### src/sv/lci_pkg.sv
// ----------------------------------------------------------------------------
// Level curve package
// Shared constants, widths and word types for the tank level curve unit.
// ----------------------------------------------------------------------------
package lci_pkg;

    // Calibration table size and field widths.
    localparam int TABLE_POINTS = 16;
    localparam int ADDR_W       = (TABLE_POINTS > 2) ? $clog2(TABLE_POINTS) : 1;
    localparam int RAW_W        = 16;
    localparam int IDX_W        = 4;
    localparam int VAL_W        = 20;

    // Full scale is 100 percent in Q7.8, split as a shift and a small divisor.
    localparam int FULL_SCALE   = 25600;
    localparam int COARSE_SHIFT = 10;
    localparam int FINE_DIV     = FULL_SCALE >> COARSE_SHIFT;
    localparam int GUARD_BITS   = 5;

    // Default entry spacing: five litres in Q11.8.
    localparam int STEP_Q8      = 1280;

    // Segment search: t = reading * (points - 1), then t / FULL_SCALE.
    localparam int REM_W        = $clog2(FULL_SCALE);
    localparam int T_W          = $clog2(FULL_SCALE * (TABLE_POINTS - 1));
    localparam int X_W          = T_W - COARSE_SHIFT;
    localparam int SEG_SHIFT    = X_W + GUARD_BITS;
    localparam int SEG_RECIP_W  = SEG_SHIFT - 4;
    localparam logic [SEG_RECIP_W-1:0] SEG_RECIP =
        SEG_RECIP_W'((64'd1 << SEG_SHIFT) / 64'(FINE_DIV));

    // Blend: floor(rem * diff / FULL_SCALE), biased positive for the divide.
    localparam int DIFF_W        = VAL_W + 1;
    localparam int PROD_W        = REM_W + 1 + DIFF_W;
    localparam int YB_W          = PROD_W - COARSE_SHIFT;
    localparam int BIAS_EXP      = DIFF_W - 1;
    localparam logic [YB_W-1:0] YB_BIAS = YB_W'(64'(FINE_DIV) << BIAS_EXP);
    localparam int Q_W           = YB_W - 4;
    localparam int Q_OFFSET      = 1 << BIAS_EXP;
    localparam int RES_W         = Q_W + 2;
    localparam int BLEND_SHIFT   = YB_W + GUARD_BITS;
    localparam int BLEND_RECIP_W = BLEND_SHIFT - 4;
    localparam logic [BLEND_RECIP_W-1:0] BLEND_RECIP =
        BLEND_RECIP_W'((64'd1 << BLEND_SHIFT) / 64'(FINE_DIV));

    // Pipeline depths of the front and back sections.
    localparam int SEG_STAGES   = 3;
    localparam int BLEND_STAGES = 5;

    // Table write carried alongside a conversion.
    typedef struct packed {
        logic                    is_wr;
        logic [IDX_W-1:0]        idx;
        logic signed [VAL_W-1:0] val;
    } lci_wr_t;

    // Request word from the segment finder to the table.
    typedef struct packed {
        lci_wr_t           wr;
        logic [ADDR_W-1:0] lo_addr;
        logic [ADDR_W-1:0] hi_addr;
        logic [REM_W-1:0]  rem;
    } lci_req_t;

    // Neighbouring entries read from the table.
    typedef struct packed {
        logic [REM_W-1:0]        rem;
        logic signed [VAL_W-1:0] lo_data;
        logic signed [VAL_W-1:0] hi_data;
        logic                    lo_vld;
        logic                    hi_vld;
        logic [ADDR_W-1:0]       lo_addr;
        logic [ADDR_W-1:0]       hi_addr;
    } lci_pair_t;

endpackage

### src/sv/lci_seg_div.sv
// ----------------------------------------------------------------------------
// Segment finder
// Three-stage pipeline that clamps the reading, scales it and splits it into
// a table segment and a remainder by reciprocal division.
// ----------------------------------------------------------------------------
module lci_seg_div (
    input  logic                             aclk,
    input  logic                             aresetn,
    input  logic                             in_valid,
    output logic                             in_ready,
    input  logic                             in_action,
    input  logic signed [lci_pkg::RAW_W-1:0] in_raw_level,
    input  logic [lci_pkg::IDX_W-1:0]        in_entry_index,
    input  logic signed [lci_pkg::VAL_W-1:0] in_entry_value,
    output logic                             out_valid,
    input  logic                             out_ready,
    output lci_pkg::lci_req_t                out_req
);
    import lci_pkg::*;

    logic [SEG_STAGES-1:0] stg_valid_reg;
    logic [SEG_STAGES-1:0] stg_valid_next;
    logic [SEG_STAGES-1:0] stg_adv;

    // Stage A: clamp flags and scaled reading.
    lci_wr_t          a_wr_reg, a_wr_next;
    logic [T_W-1:0]   a_t_reg, a_t_next;
    logic             a_lo_clamp_reg, a_lo_clamp_next;
    logic             a_hi_clamp_reg, a_hi_clamp_next;

    // Stage B: segment estimate.
    lci_wr_t                      b_wr_reg;
    logic [T_W-1:0]               b_t_reg;
    logic                         b_lo_clamp_reg;
    logic                         b_hi_clamp_reg;
    logic [ADDR_W-1:0]            b_qest_reg, b_qest_next;
    logic [X_W+SEG_RECIP_W-1:0]   b_qprod;

    // Stage C: corrected segment, remainder and read addresses.
    lci_req_t          c_req_reg, c_req_next;
    logic [X_W:0]      c_rest;
    logic [ADDR_W-1:0] c_seg;

    // A stage loads when it is empty or its word moves on.
    always_comb begin
        stg_adv[SEG_STAGES-1] = !stg_valid_reg[SEG_STAGES-1] || out_ready;
        for (int i = SEG_STAGES - 2; i >= 0; i--) begin
            stg_adv[i] = !stg_valid_reg[i] || stg_adv[i+1];
        end
        stg_valid_next[0] = stg_adv[0] ? in_valid : stg_valid_reg[0];
        for (int i = 1; i < SEG_STAGES; i++) begin
            stg_valid_next[i] = stg_adv[i] ? stg_valid_reg[i-1] : stg_valid_reg[i];
        end
    end

    assign in_ready  = stg_adv[0];
    assign out_valid = stg_valid_reg[SEG_STAGES-1];
    assign out_req   = c_req_reg;

    always_ff @(posedge aclk) begin
        if (!aresetn) begin
            stg_valid_reg <= '0;
        end else begin
            stg_valid_reg <= stg_valid_next;
        end
    end

    // Stage A logic: clamp test and multiply by the number of segments.
    always_comb begin
        a_wr_next.is_wr = in_action;
        a_wr_next.idx   = in_entry_index;
        a_wr_next.val   = in_entry_value;
        a_lo_clamp_next = in_raw_level[RAW_W-1] || (in_raw_level == '0);
        a_hi_clamp_next = !in_raw_level[RAW_W-1] &&
                          (in_raw_level[RAW_W-2:0] >= (RAW_W-1)'(FULL_SCALE));
        if (a_lo_clamp_next || a_hi_clamp_next) begin
            a_t_next = '0;
        end else begin
            a_t_next = T_W'(T_W'(in_raw_level[REM_W-1:0]) * T_W'(TABLE_POINTS - 1));
        end
    end

    // Stage B logic: quotient estimate, at most one below the true value.
    always_comb begin
        b_qprod     = a_t_reg[T_W-1:COARSE_SHIFT] * SEG_RECIP;
        b_qest_next = ADDR_W'(b_qprod >> SEG_SHIFT);
    end

    // Stage C logic: one correction step, remainder and neighbour addresses.
    always_comb begin
        c_rest = (X_W+1)'(b_t_reg[T_W-1:COARSE_SHIFT])
               - (X_W+1)'(b_qest_reg * FINE_DIV);
        c_seg  = b_qest_reg + ADDR_W'(c_rest >= (X_W+1)'(FINE_DIV));
        c_req_next.wr  = b_wr_reg;
        c_req_next.rem = REM_W'(b_t_reg - T_W'(c_seg * FULL_SCALE));
        if (b_hi_clamp_reg) begin
            c_req_next.lo_addr = ADDR_W'(TABLE_POINTS - 1);
        end else begin
            c_req_next.lo_addr = c_seg;
        end
        if (b_lo_clamp_reg || b_hi_clamp_reg) begin
            c_req_next.hi_addr = c_req_next.lo_addr;
        end else begin
            c_req_next.hi_addr = c_seg + ADDR_W'(1);
        end
    end

    // Payload registers follow the stage enables.
    always_ff @(posedge aclk) begin
        if (stg_adv[0]) begin
            a_wr_reg       <= a_wr_next;
            a_t_reg        <= a_t_next;
            a_lo_clamp_reg <= a_lo_clamp_next;
            a_hi_clamp_reg <= a_hi_clamp_next;
        end
        if (stg_adv[1]) begin
            b_wr_reg       <= a_wr_reg;
            b_t_reg        <= a_t_reg;
            b_lo_clamp_reg <= a_lo_clamp_reg;
            b_hi_clamp_reg <= a_hi_clamp_reg;
            b_qest_reg     <= b_qest_next;
        end
        if (stg_adv[2]) begin
            c_req_reg <= c_req_next;
        end
    end

endmodule

### config.mk
export PLATFORM = sky130hd
export DESIGN_NAME = lci_seg_div
export DESIGN_NICKNAME = d
export VERILOG_FILES = /design/src/sv/lci_pkg.sv /design/src/sv/lci_seg_div.sv
export SDC_FILE = /design/constraint.sdc
export NUM_CORES = 1
export LEC_CHECK = 0
export ABC_AREA = 1
export BUFFER_PORTS_ARGS = -buffer_cell sky130_fd_sc_hd__clkbuf_2
export CAP_MARGIN = 20
export CELL_PAD_IN_SITES_DETAIL_PLACEMENT = 1
export CELL_PAD_IN_SITES_GLOBAL_PLACEMENT = 1
export CORE_MARGIN = 1
export CORE_UTILIZATION = 35
export CTS_CLUSTER_DIAMETER = 60
export DETAILED_ROUTE_END_ITERATION = 6
export PLACE_DENSITY = 0.74
export SYNTH_ARGS = -nofsm -noshare
export SYNTH_HDL_FRONTEND = slang
export SYNTH_SLANG_ARGS = --single-unit
### constraint.sdc
create_clock -name aclk -period 5.8 [get_ports aclk]
set_input_delay 1.16 -clock aclk [delete_from_list [all_inputs] [get_ports aclk]]
set_output_delay 1.16 -clock aclk [all_outputs]
set_load 0.01 [all_outputs]
Word level (Yosys, flattened, before mapping)

Index checks and enable logic that the tools add are counted.

Register bits: 147
Latch bits: 0
Bits in writable memories: 0
Memory bits (read-only): 0
Bits of input ports: 45
Output and inout bits: 50
Word-level logic and storage cells: 46
Memories: 0

$add $sub $neg: 4
$mul: 4
Divide/modulo/power cells: 0
$lt $le $gt $ge: 2
Equality and inequality tests: 0
Shifts and indexed selects: 0
Muxes and demuxes: 2
Bitwise logic cells: 0
Reduce and logical (&&, ||, !) cells: 12

Operator list:

| operator                                                            | count |
|---|---|
| multiplier 15 x 4 -> 19 bit (second input constant)                 | 1 |
| multiplier 9 x 10 -> 18 bit (second input constant)                 | 1 |
| logical NOT 16 bit                                                  | 1 |
| greater-or-equal comparator 15 bit (second input constant)          | 1 |
| subtractor 15 bit                                                   | 1 |
| greater-or-equal comparator 10 x 5 -> 1 bit (second input constant) | 1 |
| subtractor 9 x 9 -> 10 bit                                          | 1 |
| multiplier 4 x 5 -> 9 bit (second input constant)                   | 1 |
| 2-to-1 mux 4 bit                                                    | 2 |
| logical OR 1 bit                                                    | 6 |
| multiplier 4 x 5 -> 5 bit (second input constant)                   | 1 |
| adder 4 x 1 -> 4 bit                                                | 1 |
| adder 4 x 1 -> 4 bit (second input constant)                        | 1 |
| logical NOT 1 bit                                                   | 4 |
| logical AND 1 bit                                                   | 1 |

Longest topological paths before layout

Gate-level depths: netlist of run 1.

Word-level depth: 6
Gate-level depth with buffers: 28
Gate-level depth less buffers: 28

Worst setup path before layout of run 1

OpenSTA, ideal clock, no wires.

Path kind: input-to-output
From: input out_ready
To: output in_ready
Arrival: 3,557 ps
Required time: 4,640 ps
Setup slack: 1,083 ps
Cell stages on the path: 4
Buffers on the path: 0
Cell sequence: inv_1 > nand2_1 > nor2_1 > nand2_1

Longest elaborated chain between the ends: 3

Ends and longest elaborated chain:

| item                           | RTL line          | RTL |
|---|---|---|
| start: declaration             | lci_seg_div.sv:16 | `input logic out_ready,` |
| logical OR 1 bit               | lci_seg_div.sv:46 | `stg_adv[SEG_STAGES-1] = !stg_valid_reg[SEG_STAGES-1] \|\| out_ready;` |
| named net stg_adv[2]           | lci_seg_div.sv:23 | `logic [SEG_STAGES-1:0] stg_adv;` |
| logical OR 1 bit (2 in series) | lci_seg_div.sv:48 | `stg_adv[i] = !stg_valid_reg[i] \|\| stg_adv[i+1];` |
| end: declaration               | lci_seg_div.sv:10 | `output logic in_ready,` |

The timed path passes the listed nets, and every way through them passes these cells.

==> results.py, run 1 <==
metrics = {
    "die": {
        "dieArea_um2": 26100,
        "dieHeight_um": 162,
        "rows": 58,
        "io_pins": 95,
        "dieWidth_um": 162,
        "initial_core_util_pct": 35.6,
        "design.core.area_um2": 25000,
    },
    "layout": {
        "regArea_um2": 4380,
        "nFillCells": 2816,
        "diodes": 0,
        "largest_register_ffs": 48,
        "area_growth_pct": 16.3,
        "drive_gt1_share_pct": 16.1,
        "final_cell_area_um2": 10400,
        "multi_input_area_um2": 3970,
        "nNetsFinal": 1105,
        "stdcell_count": 1245,
    },
    "place": {
        "io_buffer_count": 94,
        "dp_hpwl_mm": 15.3,
        "dp_cells": 1213,
        "place_ws_ps": 1020,
        "placed_area_um2": 9800,
        "gp_congestion": 0.810,
    },
    "logic_synthesis": {
        "syn_avg_cell_area_um2": 11.3,
        "yosysUniqueCellTypes": 33,
        "syn_nets": 990,
        "synth-edff-count": 144,
        "netlist_top_cells_count": "inv_1 (145), edfxtp_1 (144), nand2_1 (138), ha_1 (106), nor2_1 (52)",
        "netlist_instances": 788,
        "synth_top_area_share_pct": 48.5,
        "synth_top_area_cell": "edfxtp_1",
        "synth-main-ff-cell": "edfxtp_1",
        "synth_area_leaders": "edfxtp_1 (49%), ha_1 (15%), fa_1 (11%)",
        "ys_seq_elements": 147,
        "synth_area_um2": 8910,
        "seq_area_frac_synth_pct": 49.2,
        "ys_warn_count": 0,
        "async_flop_share_pct": 0,
        "yosysMostFrequentCell": "inv_1",
    },
    "clocking": {
        "post_cts_resized": 0,
        "clock_latency_ps": 430,
        "post-cts-setup-buffers": 0,
        "cts.sinks": 147,
        "cts_tree": "yes",
        "cts_hold_buf": 0,
        "numCtsBuffers": 17,
        "cts.htree.levels": 4,
        "cts_root_buf": "clkbuf_16",
        "path_clk_slew_ps": 60,
        "clk_path_buf_depth": 2,
    },
    "routing": {
        "vias_per_cell": 4.67,
        "wl_met2_mm": 10.5,
        "drt_iter0_markers": 254,
        "dr.pass1.iters": 6,
        "wl_met3_um": 368,
        "postRouteAntennaNets": 0,
        "drt-wirelength-per-cell_um": 15.4,
        "routed_wirelength_mm": 19.2,
        "via_count": 5813,
        "top_layer_used": "met4",
        "wl_met1_mm": 7.89,
        "route.detailed.drc": 0,
    },
    "global_route": {
        "grt_pass1_wl_mm": 31.1,
        "grt_remaining_overflow": 0,
        "first_global_vias": 6362,
        "grtUsageTotal_pct": 15.5,
        "grt_antenna_before_repair": 1,
        "grt_start_max_net_pins": 51,
    },
    "pwr": {
        "swShare_pct": 42.8,
        "p_per_area_nw_per_um2": 521,
        "ir_drop_mv": 0.258,
        "p_comb_share_pct": 52.5,
        "p_sw_mw": 2.31,
        "power_frac_seq_pct": 28.8,
        "clockPowerShare_pct": 18.7,
        "internal_power_mw": 3.09,
        "p_leak_nw": 5.02,
    },
    "sta": {
        "setup_slack_ps": 1010,
        "finalHoldViolCount": 0,
        "timing.fmax_mhz": 209,
        "period_share_pct": 82.5,
        "tns_ps": 0,
        "setup_viol": 0,
        "skew_ps": 7.08,
        "period_needed_ps": 4790,
        "tightest_slew_ps": 631,
        "maxSlewHeadroom_pct": 58.0,
        "rsz0062_at_grt": "no",
        "maxSlewViolCount": 0,
    },
    "critical_path": {
        "slowest_stage": "edfxtp_1",
        "r2r-start": "b_qest_reg[2]",
        "end_kind": "register",
        "worstPathArrival_ps": 4960,
        "criticalPathCategory": "register to register",
        "critPathLaunchType": "register",
        "required_ps": 5970,
        "crit_path_start": "b_qest_reg[2]",
        "slowest_delay_ps": 480,
        "path_common_cell": "inv_1",
        "crit_fanout": 5,
    },
    "min_path": {
        "hold_path.class": "register to register",
        "hold_path.startpoint": "b_t_reg[5]",
    },
    "flow_run": {
        "drv_cap": 0,
    },
    "status": {
        "status": "complete, no violations",
    },
}
## cell type report
class	count	share of cell area [%]
clock buffers	18	4.14
clock inverters	13	1.10
inverters	146	5.29
multi-input cells	494	38.3
flip-flops and latches	147	42.3
well taps	330	3.98
repair buffers	97	4.88
## cell families after synthesis
kind of cell	synth area share, %
xor+xnor	1.76
fa+ha+maj	26.4
flops	49.2
compound gates	4.69
simple gates	11.7
buf+inv	6.28
## power groups by stage
stage                     clock (mW)  sequential, mW  combinational (mW)
after floorplan                    0            1.56                2.06
after global placement             0            1.56                2.69
after detailed placement           0            1.58                2.85
after CTS                       1.02            1.56                2.89
after global routing            1.05            1.58                3.30
final                           1.01            1.56                2.83
## metrics by stage
stage                     utilization (%)  hold slack [ps]  total power [mW]
after floorplan                         -              400              3.62
after global placement               39.1              401              4.25
after CTS                            41.3              417              5.47
after detailed placement             39.1              406              4.43
after global routing                 41.4              416              5.93
final                                41.4              416              5.40
## per-layer routing
metal | vias to the layer above | GRT usage [%]
met4 | 0 | 6.00
met5 | - | 0
met1 | 2865 | 17.6
met3 | 33 | 2.18
li1 | 2831 | -
met2 | 84 | 29.0
## critical path, delay by kind of cell, from the launching register on
family,cells,cell delay (ps)
buffers and inverters,8,580
and+or+nand+nor,8,700
AOI/OAI and AO/OA,2,260
adders and majority gates,7,2130
DFF,1,480
xor gates and xnor gates,2,370
## worst paths after layout
| kind | endpoint | slack (ps) | cells past startpoint |
|---|---|---|---|
| setup reg to reg | out_req[14] | 1010 | 27 |
| hold reg to reg | out_req[5] | 420 | 0 |
| hold / removal | out_req[5] | 420 | 0 |
| setup / recovery | out_req[14] | 1010 | 27 |
## cells in the final DEF, fill, tap and decap left out, drive strengths merged, types with 3 or more instances in the layout
cell / netlist / routed
xnor2: 4 / 4
edfxtp: 144 / 144
o21ai: 21 / 21
nand2: 144 / 144
clkbuf: 0 / 112
dfxtp: 3 / 3
nand3: 27 / 27
inv: 146 / 147
buf: 1 / 3
or2: 3 / 3
nor3: 3 / 3
a21oi: 38 / 38
xor2: 13 / 13
clkinvlp: 0 / 4
ha: 106 / 106
fa: 51 / 51
o21bai: 6 / 6
a21o: 3 / 3
nand3b: 4 / 4
clkinv: 0 / 7
nand4: 9 / 9
nor2: 54 / 54
(Power assumes the default switching activity.)
==> run 2, diff against run 1 <==
--- a/config.mk
+++ b/config.mk
@@ -5,7 +5,7 @@
 export SDC_FILE = /design/constraint.sdc
 export NUM_CORES = 1
 export LEC_CHECK = 0
-export ABC_AREA = 1
+export ABC_AREA = 0
 export BUFFER_PORTS_ARGS = -buffer_cell sky130_fd_sc_hd__clkbuf_2
 export CAP_MARGIN = 20
 export CELL_PAD_IN_SITES_DETAIL_PLACEMENT = 1
@@ -14,7 +14,7 @@
 export CORE_UTILIZATION = 35
 export CTS_CLUSTER_DIAMETER = 60
 export DETAILED_ROUTE_END_ITERATION = 6
-export PLACE_DENSITY = 0.74
+export PLACE_DENSITY = 0.73
 export SYNTH_ARGS = -nofsm -noshare
 export SYNTH_HDL_FRONTEND = slang
 export SYNTH_SLANG_ARGS = --single-unit
==> constraint.sdc (replaced) <==
create_clock -name aclk -period 4.5 [get_ports aclk]
set_input_delay 0.9 -clock aclk [delete_from_list [all_inputs] [get_ports aclk]]
set_output_delay 0.9 -clock aclk [all_outputs]
set_load 0.01 [all_outputs]
==> results.py, run 2 <==
metrics = {
    "clocking": {
        "numCtsBuffers": 17,
        "clk_path_buf_depth": 2,
        "clock_latency_ps": 420,
        "cts.sinks": 147,
        "cts_hold_buf": 0,
        "cts.htree.levels": 4,
        "path_clk_slew_ps": 60,
        "cts_tree": "yes",
        "cts_root_buf": "clkbuf_16",
    },
    "pwr": {
        "ir_drop_mv": 0.312,
        "p_per_area_nw_per_um2": 727,
        "p_leak_nw": 4.57,
    },
    "sta": {
        "timing.fmax_mhz": 233,
        "tns_ps": 0,
        "finalHoldViolCount": 0,
        "tightest_slew_ps": 1020,
        "setup_slack_ps": 215,
        "period_share_pct": 95.2,
        "maxSlewViolCount": 0,
        "skew_ps": 6.74,
        "setup_viol": 0,
        "period_needed_ps": 4280,
        "maxSlewHeadroom_pct": 32.0,
    },
    "logic_synthesis": {
        "netlist_top_cells_count": "edfxtp_1 (144), ha_1 (106), inv_1 (90), fa_1 (51), a21oi_1 (26)",
        "yosysMostFrequentCell": "edfxtp_1",
        "ys_warn_count": 0,
        "synth_area_leaders": "edfxtp_1 (50%), ha_1 (15%), fa_1 (12%)",
        "syn_nets": 827,
        "async_flop_share_pct": 0,
        "synth_area_um2": 8580,
        "ys_seq_elements": 147,
        "seq_area_frac_synth_pct": 51.1,
        "synth-edff-count": 144,
        "synth_top_area_share_pct": 50.4,
        "synth_top_area_cell": "edfxtp_1",
        "yosysUniqueCellTypes": 58,
        "netlist_instances": 625,
        "syn_avg_cell_area_um2": 13.7,
        "synth-main-ff-cell": "edfxtp_1",
    },
    "layout": {
        "nNetsFinal": 954,
        "largest_register_ffs": 48,
        "post-route-util_pct": 43.1,
        "diodes": 0,
        "drive_gt1_share_pct": 23.8,
        "stdcell_count": 1084,
        "final_common_cell": "edfxtp_1",
        "area_growth_pct": 19.3,
        "final_cell_area_um2": 10200,
        "final_cell_mix": "edfxtp_1 (144), ha_1 (104), clkbuf_2 (94)",
    },
    "place": {
        "placed_area_um2": 9580,
        "place_ws_ps": -73.5,
        "dp_hpwl_mm": 13.8,
        "dp_cells": 1051,
        "io_buffer_count": 94,
        "gp_congestion": 0.778,
    },
    "critical_path": {
        "critPathLaunchType": "register",
        "r2r-start": "b_qest_reg[2]",
        "worstPathArrival_ps": 4450,
        "end_kind": "register",
        "required_ps": 4670,
        "criticalPathCategory": "register to register",
        "crit_fanout": 3,
        "crit_path_start": "b_qest_reg[2]",
        "r2r-end": "out_req[14]",
        "reg2regPathDepth": 21,
        "rrSetupSlack_ps": 220,
    },
    "die": {
        "design.core.area_um2": 23800,
        "rows": 56,
        "dieWidth_um": 159,
        "dieHeight_um": 159,
        "dieArea_um2": 25100,
        "io_pins": 95,
        "initial_core_util_pct": 36.1,
    },
    "global_route": {
        "grt_antenna_before_repair": 0,
        "grt_remaining_overflow": 0,
        "grt_pass1_wl_mm": 28.2,
        "grtUsageTotal_pct": 14.9,
        "grt_start_max_net_pins": 49,
        "first_global_vias": 5405,
    },
    "routing": {
        "postRouteAntennaNets": 0,
        "route.detailed.drc": 0,
        "drt-wirelength-per-cell_um": 16.3,
        "dr.pass1.iters": 6,
        "via_count": 5135,
        "vias_per_cell": 4.74,
        "routed_wirelength_mm": 17.7,
        "drt_iter0_markers": 231,
    },
    "flow_run": {
        "drv_cap": 0,
    },
    "min_path": {
        "min_path_cells": 0,
        "hold_path.startpoint": "b_wr_reg[3]",
        "holdPathEnd": "out_req[26]",
        "hold_path.class": "register to register",
    },
    "status": {
        "status": "complete, no violations",
    },
}
run 2: cells by family after synthesis:
family,count (synthesis),share of synthesized area (%)
xor+xnor,33,3.46
mux,3,0.350
simple gates,104,6.29
flops,147,51.1
compound gates,87,7.24
buf+inv,93,4.07
fa+ha+maj,158,27.5
run 2: how the worst max path moves through the flow:
stage	end	slack [ps]
final	out_req[14]	220
after global routing	out_req[14]	-70
after CTS	out_req[14]	10
after detailed placement	out_req[14]	-70
after global placement	out_req[14]	160
after floorplan	out_req[14]	250
run 2: metal layers:
metal  wire length [µm]  up-vias  GRT usage, %
met3                319       20          2.64
li1                   -     2470             -
met5                  0        -             0
met2               9580       69          26.8
met1               7580     2576          18.1
met4                220        0          4.44
run 2: critical path, cell delays in order, from the launching register on:
cell and delay [ps]:
edfxtp_1 380, inv_1 80, ha_1 280, inv_1 40, ha_1 280, ha_1 270
inv_1 40, ha_1 220, nor3_2 260, nor2b_1 190, nor2_1 80, a2111oi_2 250
o2111ai_2 210, ha_2 230, nand2_1 90, xor2_2 190, inv_1 90, ha_1 280
inv_1 40, ha_1 300, a21oi_2 140, xnor2_1 80
run 2: through the flow:
| step | hold slack, ps | power [mW] |
|---|---|---|
| after floorplan | 400 | 4.77 |
| after global placement | 401 | 5.69 |
| after global routing | 423 | 8.13 |
| after CTS | 420 | 7.31 |
| final | 418 | 7.44 |
| after detailed placement | 406 | 5.89 |
run 2: layout make-up:
class,instances,area [µm²]
inverters,90,338
clock buffers,18,429
fillers,2511,13500
multi-input cells,385,3940
well taps,319,399
flip-flops and latches,147,4380
repair buffers,111,611
clock inverters,14,133
run 2: timing repair:
action                                  in CTS  in global routing
gates cloned                                 0                  0
pin swaps                                    0                  7
setup buffers                                0                  1
endpoints found under the setup margin       2                  4
hold endpoints to repair                     0                  0
resized for setup                            3                 15
run 2: where the power goes:
group	internal, mW	switching [mW]
Combinational	1.84	2.25
Clock	0.766	0.554
Sequential	1.86	0.165
Total	4.47	2.96
